$ cat config.mk
export PLATFORM = sky130hd
export DESIGN_NAME = top_k_sorted_score_list
export DESIGN_NICKNAME = d
export VERILOG_FILES = /design/src/sv/tksl_pkg.sv /design/src/sv/top_k_sorted_score_list.sv
export SDC_FILE = /design/constraint.sdc
export NUM_CORES = 1
export LEC_CHECK = 0
export ABC_CLOCK_PERIOD_IN_PS = 5500
export BUFFER_PORTS_ARGS = -buffer_cell sky130_fd_sc_hd__buf_2
export CORE_ASPECT_RATIO = 0.8
export CORE_UTILIZATION = 35
export CTS_CLUSTER_DIAMETER = 50
export DETAILED_ROUTE_END_ITERATION = 12
export GPL_ROUTABILITY_DRIVEN = 0
export PLACE_DENSITY_LB_ADDON = 0.25
export SLEW_MARGIN = 5
export SYNTH_ARGS = -nofsm -noshare
export SYNTH_HDL_FRONTEND = slang
export SYNTH_SLANG_ARGS = --single-unit
$ cat constraint.sdc
create_clock -name clk_i -period 5.5 [get_ports clk_i]
set_input_delay 0.55 -clock clk_i [delete_from_list [all_inputs] [get_ports clk_i]]
set_output_delay 0.55 -clock clk_i [all_outputs]
set_load 0.01 [all_outputs]
$ cat src/sv/tksl_pkg.sv
package tksl_pkg;

  // List geometry.
  localparam int unsigned LIST_DEPTH = 16;
  localparam int unsigned ENTRY_BITS = 16;

  // Field widths of the command and result items.
  localparam int unsigned ActW   = 2;
  localparam int unsigned ScoreW = 32;
  localparam int unsigned IdW    = 16;
  localparam int unsigned SlotW  = 6;

  // Internal index and count widths.
  localparam int unsigned IdxW = (LIST_DEPTH > 1) ? $clog2(LIST_DEPTH) : 1;
  localparam int unsigned CntW = $clog2(LIST_DEPTH + 1);

  // Action codes.
  localparam logic [ActW-1:0] ActClear  = 2'd0;
  localparam logic [ActW-1:0] ActInsert = 2'd1;
  localparam logic [ActW-1:0] ActDump   = 2'd2;

  typedef struct packed {
    logic [ActW-1:0]   action;
    logic [ScoreW-1:0] score;
    logic [IdW-1:0]    entry_id;
  } cmd_t;

  typedef struct packed {
    logic              valid_res;
    logic [SlotW-1:0]  slot;
    logic [ScoreW-1:0] slot_score;
    logic [IdW-1:0]    slot_entry;
    logic              last;
  } res_t;

endpackage

$ cat src/sv/top_k_sorted_score_list.sv
// Sorted list of the best LIST_DEPTH (score, entry id) pairs, lowest score first.
//
// Command channel: cmd_i is taken at a rising edge where start is high and
// busy is low. The action field selects clear, insert or dump; the unused
// action code is dropped without any result.
// Result channel: each result sits on res_o for exactly one cycle, marked by
// res_valid_o. The receiver cannot stall it, so it must take every strobe.
//
// Sequencing: clear answers straight from the idle state. Insert walks from
// the tail toward the head one slot per cycle through a single
// compare-and-move step; on a full list a drop check comes first, which
// answers a rejected pair itself and passes a taken one on to the walk. A
// dump reports one stored entry per cycle; an empty list answers from the
// idle state with a single empty result. busy drops as the final result reaches
// the port, and a new command may be accepted in that cycle.
//
// Reset clears the fill count, the sequencer and the result strobe only; the
// score and id storage holds garbage until written, and slots at or above
// the count are never reported.
module top_k_sorted_score_list
  import tksl_pkg::*;
(
  input  logic clk_i,
  input  logic rst_ni,
  input  logic start,
  output logic busy,
  input  cmd_t cmd_i,
  output logic res_valid_o,
  output res_t res_o
);

  typedef enum logic [3:0] {
    StIdle  = 4'b0001,
    StCheck = 4'b0010,
    StShift = 4'b0100,
    StDump  = 4'b1000
  } state_e;

  state_e state_q, state_d;

  // Storage: one slot written and one slot read per cycle.
  logic [ScoreW-1:0]     kept_scores_q  [LIST_DEPTH];
  logic [ENTRY_BITS-1:0] kept_entries_q [LIST_DEPTH];

  logic [CntW-1:0] cnt_q, cnt_d;
  logic [IdxW-1:0] idx_q, idx_d;
  cmd_t            cmd_q;
  logic            res_valid_q, res_valid_d;
  res_t            res_q, res_d;

  logic            accept;
  logic [IdxW-1:0] rd_idx;
  logic [ScoreW-1:0] rd_score;
  logic [ENTRY_BITS-1:0] rd_entry;
  logic            wr_en;
  logic [IdxW-1:0] wr_idx;
  logic [ScoreW-1:0] wr_score;
  logic [ENTRY_BITS-1:0] wr_entry;
  logic            move_down;
  logic            cnt_full;

  assign accept   = start && !busy;
  assign busy     = (state_q != StIdle);
  assign cnt_full = (cnt_q == CntW'(LIST_DEPTH));

  // The shift step looks at the slot above the write position; the full
  // check looks at the worst slot; a dump reads the slot being reported.
  always_comb begin
    case (state_q)
      StShift: rd_idx = idx_q - IdxW'(1);
      StCheck: rd_idx = IdxW'(LIST_DEPTH - 1);
      default: rd_idx = idx_q;
    endcase
  end

  assign rd_score  = kept_scores_q[rd_idx];
  assign rd_entry  = kept_entries_q[rd_idx];
  assign move_down = (idx_q != '0) && (cmd_q.score < rd_score);

  always_comb begin
    state_d     = state_q;
    cnt_d       = cnt_q;
    idx_d       = idx_q;
    res_valid_d = 1'b0;
    res_d       = '0;
    res_d.last  = 1'b1;
    wr_en       = 1'b0;
    wr_idx      = idx_q;
    wr_score    = rd_score;
    wr_entry    = rd_entry;

    case (state_q)
      StIdle: begin
        if (accept) begin
          case (cmd_i.action)
            ActClear: begin
              cnt_d       = '0;
              res_valid_d = 1'b1;
            end
            ActInsert: begin
              if (cnt_full) begin
                state_d = StCheck;
              end else begin
                idx_d   = cnt_q[IdxW-1:0];
                state_d = StShift;
              end
            end
            ActDump: begin
              if (cnt_q == '0) begin
                res_valid_d = 1'b1;
              end else begin
                idx_d   = '0;
                state_d = StDump;
              end
            end
            default: ;
          endcase
        end
      end

      StCheck: begin
        // A full list takes the pair only if it beats the worst entry.
        if (cmd_q.score < rd_score) begin
          idx_d   = IdxW'(LIST_DEPTH - 1);
          state_d = StShift;
        end else begin
          res_valid_d = 1'b1;
          state_d     = StIdle;
        end
      end

      StShift: begin
        wr_en = 1'b1;
        if (move_down) begin
          // Slide the worse neighbor down one place and keep walking up.
          idx_d = idx_q - IdxW'(1);
        end else begin
          wr_score          = cmd_q.score;
          wr_entry          = ENTRY_BITS'(cmd_q.entry_id);
          if (!cnt_full) begin
            cnt_d = cnt_q + CntW'(1);
          end
          res_valid_d       = 1'b1;
          res_d.valid_res   = 1'b1;
          res_d.slot        = SlotW'(idx_q);
          res_d.slot_score  = cmd_q.score;
          res_d.slot_entry  = IdW'(wr_entry);
          state_d           = StIdle;
        end
      end

      StDump: begin
        res_valid_d      = 1'b1;
        res_d.valid_res  = 1'b1;
        res_d.slot       = SlotW'(idx_q);
        res_d.slot_score = rd_score;
        res_d.slot_entry = IdW'(rd_entry);
        res_d.last       = (CntW'(idx_q) + CntW'(1) == cnt_q);
        idx_d            = idx_q + IdxW'(1);
        if (res_d.last) begin
          state_d = StIdle;
        end
      end

      default: state_d = StIdle;
    endcase
  end

  always_ff @(posedge clk_i or negedge rst_ni) begin
    if (!rst_ni) begin
      state_q     <= StIdle;
      cnt_q       <= '0;
      res_valid_q <= 1'b0;
    end else begin
      state_q     <= state_d;
      cnt_q       <= cnt_d;
      res_valid_q <= res_valid_d;
    end
  end

  always_ff @(posedge clk_i) begin
    idx_q <= idx_d;
    res_q <= res_d;
    if (accept) begin
      cmd_q <= cmd_i;
    end
    if (wr_en) begin
      kept_scores_q[wr_idx]  <= wr_score;
      kept_entries_q[wr_idx] <= wr_entry;
    end
  end

  assign res_valid_o = res_valid_q;
  assign res_o       = res_q;

  // The fill count never passes the list depth.
  a_cnt_bound : assert property (@(posedge clk_i) disable iff (!rst_ni)
    cnt_q <= CntW'(LIST_DEPTH))
    else $error("fill count exceeds list depth");

  // A result that is not the last one is always followed by another result.
  a_dump_cont : assert property (@(posedge clk_i) disable iff (!rst_ni)
    res_valid_o && !res_o.last |=> res_valid_o)
    else $error("item stream broken before its last result");

  // A clear answers in the next cycle with an empty result and an empty list.
  a_clear : assert property (@(posedge clk_i) disable iff (!rst_ni)
    accept && cmd_i.action == ActClear |=>
      res_valid_o && res_o.last && !res_o.valid_res && cnt_q == '0)
    else $error("clear did not answer as expected");

  // Results only appear when the sequencer has work to finish.
  a_no_spurious : assert property (@(posedge clk_i) disable iff (!rst_ni)
    !busy && !accept |=> !res_valid_o)
    else $error("result without a command");

endmodule

Yosys cells after proc, flatten, opt, wreduce, memory -nomap -nowiden --
Memories as Yosys holds them, arrays and structs flattened. Cells that the tools add are included.
Operators by class: add/sub/neg operators 4, eq/ne operators 19, bitwise gates (word level) 0, reductions and logical operators 11, magnitude comparators 1, mux-type cells 36, div/mod/pow operators 0, multipliers 0, shift operators 0
Operator list (number):
- case mux 55 bit (2 select lines) | 1
- two-way mux 32 bit | 2
- two-way mux 55 bit | 1
- two-way mux 4 bit | 9
- < comparator 32 bit | 1
- two-way mux 16 bit | 2
- case mux 4 bit (4 select lines) | 2
- case mux 4 bit (2 select lines) | 3
- two-way mux 5 bit | 4
- inequality test 2 bit, second input constant | 6
- case mux 5 bit (2 select lines) | 1
- AND reduction 5 bit | 2
- nonzero test 4 bit | 2
- two-way mux 1 bit | 7
- AND reduction 7 bit | 1
- two-way mux 3 bit | 2
- inequality test 3 bit, second input constant | 2
- adder 4 x 1 -> 5 bit, second input constant | 1
- adder 5 x 1 -> 5 bit, second input constant | 1
- == test 5 bit | 1
- == test 5 bit, second input constant | 1
- zero test 5 bit | 1
- adder 4 x 1 -> 4 bit, second input constant | 1
- == test 4 x 1 -> 1 bit, second input constant | 1
- 15 further kinds | 16
Storage, ports and cells: ROM bits 0, bits in registers 118, latch bits 0, memory bits (writable) 768, memories 2, word-level logic and storage cells 84
Memory list:
- kept_scores_q | words 16, bits a word 32, read ports 1, clocked after memory_dff 0, write ports 1, RTL line top_k_sorted_score_list.sv:42 | logic [ScoreW-1:0] kept_scores_q [LIST_DEPTH];
- kept_entries_q | words 16, bits a word 16, read ports 1, clocked after memory_dff 0, write ports 1, RTL line top_k_sorted_score_list.sv:43 | logic [ENTRY_BITS-1:0] kept_entries_q [LIST_DEPTH];

Longest topological paths before layout --
Gate-level depths: netlist (run 1). An unclocked memory read counts as a cell.
word-level depth 7, gate-level depth with buffers 25

Worst setup path after synthesis (run 1) --
No wires, ideal clock.
path type register to register, from register idx_q[0], to memory kept_scores_q[0][18], data pin, data arrival time 5467 ps, setup time 330 ps, path slack -297 ps, period minus slack after synthesis 5797 ps, cell stages (with the launch flop) 22, required time 5170 ps, cell sequence edfxtp_1 buf_2 inv_1 ha_1 nor4b_1 o21ai_1 and2_4 buf_4 clkbuf_1 buf_1 mux4_2 nand2_1 a31oi_1 inv_1 ha_1 a2111oi_0 a21oi_1 a2111oi_0 o21ai_0 o31a_1 clkbuf_1 o21ai_0
On the way: longest elaborated chain between the ends 7, elaborated cells between the ends (all ways) 8, classes of those cells add/sub: 1; order compare: 1; mux: 3; reduce/logical: 2; memory: 1
Ends and longest elaborated chain:
- start: declaration | RTL line top_k_sorted_score_list.sv:46 | logic [IdxW-1:0] idx_q, idx_d;
- start signal: assignment | RTL line top_k_sorted_score_list.sv:182 | idx_q <= idx_d;
- subtractor 4 x 1 -> 4 bit | RTL line top_k_sorted_score_list.sv:70 | StShift: rd_idx = idx_q - IdxW'(1);
- case mux 4 bit (2 select lines) | RTL line top_k_sorted_score_list.sv:69 | case (state_q)
- memory (16 x 32 bit)
- < comparator 32 bit | RTL line top_k_sorted_score_list.sv:78 | assign move_down = (idx_q != '0) && (cmd_q.score < rd_score);
- logical AND 1 bit | RTL line top_k_sorted_score_list.sv:78
- two-way mux 32 bit | RTL line top_k_sorted_score_list.sv:134 | if (move_down) begin
- two-way mux 32 bit (*) | RTL line top_k_sorted_score_list.sv:92 | case (state_q)
- named net wr_score[18] | RTL line top_k_sorted_score_list.sv:57 | logic [ScoreW-1:0] wr_score;
- end: declaration | RTL line top_k_sorted_score_list.sv:42
Mark *: on every way through the listed nets, which the timed path passes. The rest lies on a longest branch.

Final worst setup path (run 1) --
from register state_q[3], to memory kept_scores_q[10][2], data pin
On the way: longest elaborated chain between the ends 7, elaborated cells between the ends (all ways) 8, classes of those cells order compare: 1; eq/ne: 2; mux: 3; reduce/logical: 1; memory: 1
Ends and longest elaborated chain:
- start: declaration | RTL line top_k_sorted_score_list.sv:39 | state_e state_q, state_d;
- start signal: assignment | RTL line top_k_sorted_score_list.sv:171 | state_q <= StIdle;
- start signal: assignment | RTL line top_k_sorted_score_list.sv:175 | state_q <= state_d;
- == test 4 x 2 -> 1 bit / == test 4 x 3 -> 1 bit (equally long branches) | RTL line top_k_sorted_score_list.sv:69, top_k_sorted_score_list.sv:92
- case mux 4 bit (2 select lines) | RTL line top_k_sorted_score_list.sv:69
- memory (16 x 32 bit)
- < comparator 32 bit | RTL line top_k_sorted_score_list.sv:78
- logical AND 1 bit | RTL line top_k_sorted_score_list.sv:78
- two-way mux 32 bit | RTL line top_k_sorted_score_list.sv:134
- two-way mux 32 bit (*) | RTL line top_k_sorted_score_list.sv:92
- named net wr_score[2] | RTL line top_k_sorted_score_list.sv:57
Marked as above.

==> flow_summary.ini, run 1 <==
[timing]
fin_crit_sh = 0.968
clock_skew_ps = 51.7
setup_viol = 0
fmax_mhz = 188
finalHoldViolations = 0
worst_pin_slew_ps = 1120
fin_crit_ps = 5320
slew_headroom = 0.254
slew_viol_final = 0

[detailed_routing]
drt_iter0_markers = 2320
drt-pass1-iter-count = 5
postRouteAntennaNets = 0
wl_per_cell_um = 26.3
drcViolationCount = 0
totalWireLength_mm = 93.4
num_vias = 19027
via_per_inst = 5.35

[logic_synthesis]
synth-compound-area-share = 0.0369
synthMuxAreaShare = 0.125
synth_xor_area_frac = 0.00126
synthTopCellsByArea = edfxtp_1 (71%), mux4_2 (12%), nand2_1 (3.4%)
synth_top_family_by_area = multiplexers
async_reset_ff_frac = 0.0113
syn_avg_cell_area_um2 = 18.1
ys_ff_latch = 884
yosys_warnings = 0
synth-seq-area-share = 0.748
synth_cell_type_count = 71
synth_top_area_frac = 0.710
yosys-top-cells-count = edfxtp_1 (820), nand2_1 (312), mux4_2 (189)
syn-cell-area_mm2 = 0.0347
synthAdderAreaFrac = 0.0137
synth_edf_count = 820
ys.flop_type = edfxtp_1
synth_most_common_cell = edfxtp_1
synthSimpleGateAreaFrac = 0.0566
synth_top_area_cell = edfxtp_1
netlist_instances = 1919

[clock_network]
cts_root_buffer = clkbuf_16
clk_pin_slew_ps = 60
clk-insertion-delay-late_ps = 670
clk_path_buf_depth = 3
cts_tree = built
clock_sink_count = 884
cts_buffers = 96
htreeDepth = 3

[hold_path]
min_path_type = in2reg

[floorplan]
rows = 102
die_w_um = 354
dieArea_mm2 = 0.100
top_level_ports = 111
die_h_um = 284
start_util = 0.356
coreArea_mm2 = 0.0975

[worst_setup_path]
startpoint_type = flop
required_ps = 5910
cp_max_fo = 26
crit_arrival_ps = 5740
crit_path_end_kind = flop
crit_type = reg2reg

[grt]
grt-ovfl-total = 0
grt.total_usage = 0.182
antenna_found_initial = 3
grt_max_degree = 50
grt_pass1_wl_mm = 133
grt_pass1_vias = 19455

[finish]
register_area_mm2 = 0.0260
area_growth_syn_to_layout_pct = 21.3
multi_input_area_mm2 = 0.00881
final_util = 0.432
final_area_mm2 = 0.0421
drive_gt1_frac = 0.313
fin_nets = 2263
fillers = 8540
antenna_cells = 0

[pwr]
p_leak_uw = 0.0143
ir_drop_mv = 0.461
p_total_uw = 29400
power_density_mw_per_mm2 = 698

[outcome]
status = complete, no violations

[placement]
hpwl_mm = 51.7
place_area_mm2 = 0.0379
io_buffers = 108

[flow_run]
max_cap_violations = 0
[cell families after synthesis]
family          Yosys count
compound gates          203
buf+inv                 143
mux                     194
simple gates            451
xor+xnor                  5
other cells               1
fa+ha+maj                38
flops                   884
[path summary, 6_finish.rpt]
check	startpoint	to	slack (ps)	cells past startpoint
worst min register to register	cmd_q[12]$_DFFE_PP_	res_o[13]$_DFF_P_	500	2
worst max-delay path	state_q[3]$_DFFE_PN0P_	kept_scores_q[10][2]$_DFFE_PP_	180	20
worst max register to register	state_q[3]$_DFFE_PN0P_	kept_scores_q[10][2]$_DFFE_PP_	180	20
min in group asynchronous	rst_ni	cnt_q[3]$_DFFE_PN0P_	310	2
max in group asynchronous	rst_ni	state_q[0]$_DFFE_PN1P_	4880	2
worst min-delay path	cmd_i[19]	cmd_q[19]$_DFFE_PP_	50	1
[critical path, cell delays in order, from the launching register on]
cell and delay (ps):
dfrtp_1 430, buf_4 190, nand3b_1 210, nor4_1 270, xnor2_1 260, and2_4 250
buf_12 220, buf_6 210, nand2_1 60, and3_1 160, a31oi_1 150, inv_1 100
ha_1 340, nand4_1 250, or4_1 620, a211oi_2 270, o31a_2 260, buf_12 180
buf_12 230, nand2_1 140, o21ai_4 190
[metrics by stage]
stage / hold slack, ps / setup TNS [ps] / instances / worst slack [ps]
floorplan: 254 / -12300 / 1920 / -114
global placement: 434 / -100120 / 3340 / -281
detailed placement: 438 / -190300 / 3340 / -454
CTS: 9.90 / -4350 / 3524 / -76.0
global route: 8.76 / -4400 / 3555 / -43.3
finish: 54.7 / 0 / 3555 / 178
[what timing repair did]
item | 4_1_cts | 5_1_grt
cloned | 1 | 9
endpoints found under the hold margin | 9 | 0
gates resized for setup | 41 | 53
pin swaps | 1 | 11
endpoints found under the setup margin | 777 | 818
setup buffers | 1 | 22
hold buffers | 1 | 0
[cell type report]
class / instances / share of cell area
Sequential cell: 884 / 0.617
Multi-Input combinational cell: 898 / 0.209
Clock buffer: 121 / 0.0623
Timing Repair Buffer: 251 / 0.0524
Tap cell: 1300 / 0.0387
Clock inverter: 60 / 0.0169
Inverter: 41 / 0.00366
[routing by layer]
layer | vias to the layer above | global-route usage | share of wire
met2 | 725 | 0.287 | 0.47
met1 | 10006 | 0.260 | 0.44
met3 | 146 | 0.0354 | 0.069
met5 | - | 0 | 0.000096
li1 | 8148 | - | -
met4 | 2 | 0.0407 | 0.021
[cells in the final DEF, fill, tap and decap left out, types with 6 or more instances in the layout]
cell,instances
mux4_2,189
clkbuf_8,6
and3_1,50
bufinv_16,12
a31oi_1,49
nand3_1,10
edfxtp_1,820
dfxtp_1,54
inv_1,36
clkinv_1,10
nand2_2,15
nor2_4,13
clkbuf_16,103
clkbuf_1,16
ha_1,36
dfrtp_1,9
o21ai_2,12
nand2_1,290
a21oi_1,15
nand2_4,7
buf_4,96
inv_6,9
o21ai_1,8
o21ai_0,39
buf_12,33
buf_2,108
clkinv_2,17
o21ai_4,28
nand4_1,6
nor2_1,18
a22o_1,7
nor2b_1,6
[where the power goes]
part,leakage (uW),internal (uW),switching [uW]
clock,0.00163,3980,2730
sequential,0.00795,10400,203
combinational,0.00473,4770,7270
total,0.0143,19200,10200
[state kept, by name, indices dropped and copies added, names as in the netlist]
name and count:
cmd_q 48, cnt_q 5, idx_q 4, kept_entries_q 256, kept_scores_q 512, res_o 54
res_valid_o 1, state_q 4
Power figures use the tool's default switching activity.
==> run 2: changes to the inputs <==
--- a/config.mk
+++ b/config.mk
@@ -13,6 +13,8 @@
 export DETAILED_ROUTE_END_ITERATION = 12
 export GPL_ROUTABILITY_DRIVEN = 0
 export PLACE_DENSITY_LB_ADDON = 0.25
+export SETUP_SLACK_MARGIN = 0.5
+export SKIP_CTS_REPAIR_TIMING = 1
 export SLEW_MARGIN = 5
 export SYNTH_ARGS = -nofsm -noshare
 export SYNTH_HDL_FRONTEND = slang
==> flow_summary.ini, run 2 (synthesized netlist as in run 1, its figures left out) <==
[outcome]
status = complete, no violations

[worst_setup_path]
cpMaxStageDelayCell = mux4_2
crit_top_cell = buf_4
crit_type = reg2reg
startpoint_type = flop
path_cells = buf_4, nor4b_2, o21ai_2, o21ai_4, buf_4, buf_12, mux4_2, nand2_1, and3_1, a31oi_2, inv_2, ha_2, a2111oi_4, a21oi_2, a2111oi_2, buf_4, o21ai_2, o31a_2, buf_12, buf_12, clkbuf_16, buf_4, buf_4, a22o_1
crit_path_max_incr_delay_ps = 530
required_ps = 6070
cp_max_fo = 13
crit_arrival_ps = 5720
crit_path_end_kind = flop

[clock_network]
clk_path_buf_depth = 3
cts_tree = built
cts_buffers = 102
clk_pin_slew_ps = 60
clock_sink_count = 884
htreeDepth = 3
clk-insertion-delay-late_ps = 700
cts_root_buffer = clkbuf_16

[finish]
drive_gt1_frac = 0.362
area_growth_syn_to_layout_pct = 26.2
largest-register = kept_scores_q
layout_common_cells = edfxtp_1 (820), nand2_1 (270), mux4_2 (189)
final_common_cell = edfxtp_1
fin_nets = 2376
fillers = 8446
antenna_cells = 0
fin_cells = 3673
largest_reg_flops = 512
final_util = 0.449

[detailed_routing]
wl_per_cell_um = 26.5
drt_iter0_markers = 2098
num_vias = 19672
totalWireLength_mm = 97.5
postRouteAntennaNets = 0
via_per_inst = 5.36
drcViolationCount = 0
drt-pass1-iter-count = 7

[placement]
hpwl_mm = 53.1
place_inst = 3369
io_buffers = 108

[timing]
fmax_mhz = 194
clock_skew_ps = 40.5
setup_viol = 0
slew_headroom = 0.262
finalSetupTns_ps = 0
fin_hold_ws_ps = 27.2
finalHoldViolations = 0
worst_pin_slew_ps = 1100
fin_crit_ps = 5150
slew_viol_final = 0
fin_crit_sh = 0.937
rsz0062_at_grt = yes

[pwr]
p_total_uw = 31600
ir_drop_mv = 0.301
clockPowerShare = 0.223
p_sw_frac = 0.346
p_int_uw = 20700
power.switching_uw = 10900
power_density_mw_per_mm2 = 722
comb_power_share = 0.440
p_leak_uw = 0.0152
pwr-share-seq = 0.337

[floorplan]
start_util = 0.356
dieArea_mm2 = 0.100
top_level_ports = 111
coreArea_mm2 = 0.0975
die_w_um = 354
rows = 102
die_h_um = 284

[grt]
grt-ovfl-total = 0
met1_usage = 0.263
use_met2 = 0.283
grt.total_usage = 0.183
grt_pass1_vias = 19556
use_met3 = 0.0352
top_usage_layer = met2
antenna_found_initial = 3
grt_max_degree = 51
grt_pass1_wl_mm = 134

[flow_run]
max_cap_violations = 0

[hold_path]
min_path_type = in2reg
[run 2: changes by cell type in the layout (fill, tap and decap cells not counted), moves of 10 or more]
cell | before | now
buf_4 | 96 | 163
nand2_1 | 290 | 270
clkbuf_16 | 103 | 118
nand2_4 | 7 | 22
buf_6 | 5 | 15
[run 2: stage by stage]
stage | cell area (um2) | setup WS, ps
2_1_floorplan | 35000 | 299
3_3_place_gp | 38100 | -123
3_5_place_dp | 38100 | -298
4_1_cts | 41700 | -322
5_1_grt | 43800 | 188
6_report | 43800 | 349
[run 2: worst paths after layout]
| path | startpoint | to | slack, ps | cells past startpoint |
|---|---|---|---|---|
| worst max-delay path | state_q[1]$_DFFE_PN0P_ | res_o[2]$_DFF_P_ | 350 | 24 |
| worst min-delay path | cmd_i[41] | cmd_q[41]$_DFFE_PP_ | 30 | 1 |
| worst max register to register | state_q[1]$_DFFE_PN0P_ | res_o[2]$_DFF_P_ | 350 | 24 |
| worst min register to register | cmd_q[8]$_DFFE_PP_ | res_o[9]$_DFF_P_ | 500 | 2 |
| max in group asynchronous | rst_ni | state_q[0]$_DFFE_PN1P_ | 4940 | 2 |
| min in group asynchronous | rst_ni | cnt_q[1]$_DFFE_PN0P_ | 290 | 2 |
[run 2: layout make-up]
class | count | area (um2) | share of cell area
flip-flops and latches | 884 | 26000 | 0.593
well taps | 1300 | 1630 | 0.0372
clock inverters | 58 | 758 | 0.0173
clock buffers | 134 | 2770 | 0.0634
inverters | 41 | 154 | 0.00352
multi-input cells | 904 | 9190 | 0.210
repair buffers | 352 | 3310 | 0.0757
[run 2: worst max-delay path, delay by kind of cell, from the launching register on]
| kind | cells | cell delay [ps] |
|---|---|---|
| adder cells (fa/ha/maj) | 1 | 310 |
| multiplexers | 1 | 530 |
| buffers and inverters | 10 | 1530 |
| AO/OA/AOI/OAI | 9 | 1660 |
| flip-flops | 1 | 460 |
| AND/OR/NAND/NOR | 3 | 540 |
[run 2: power by group through the flow]
stage	Clock [uW]	Combinational (uW)	Sequential [uW]
after global routing	7430	14900	10700
final	7050	13900	10600
after global placement	0	10900	10800
after detailed placement	0	11200	10800
after floorplan	0	7110	10700
after CTS	7170	11300	10600
[run 2: per-layer routing]
layer | share of wire | wire length (um) | vias to the layer above
li1 | - | - | 8381
met1 | 0.44 | 43000 | 10386
met2 | 0.46 | 45100 | 766
met3 | 0.072 | 6970 | 139
met4 | 0.024 | 2370 | 0
met5 | 0 | 0 | -
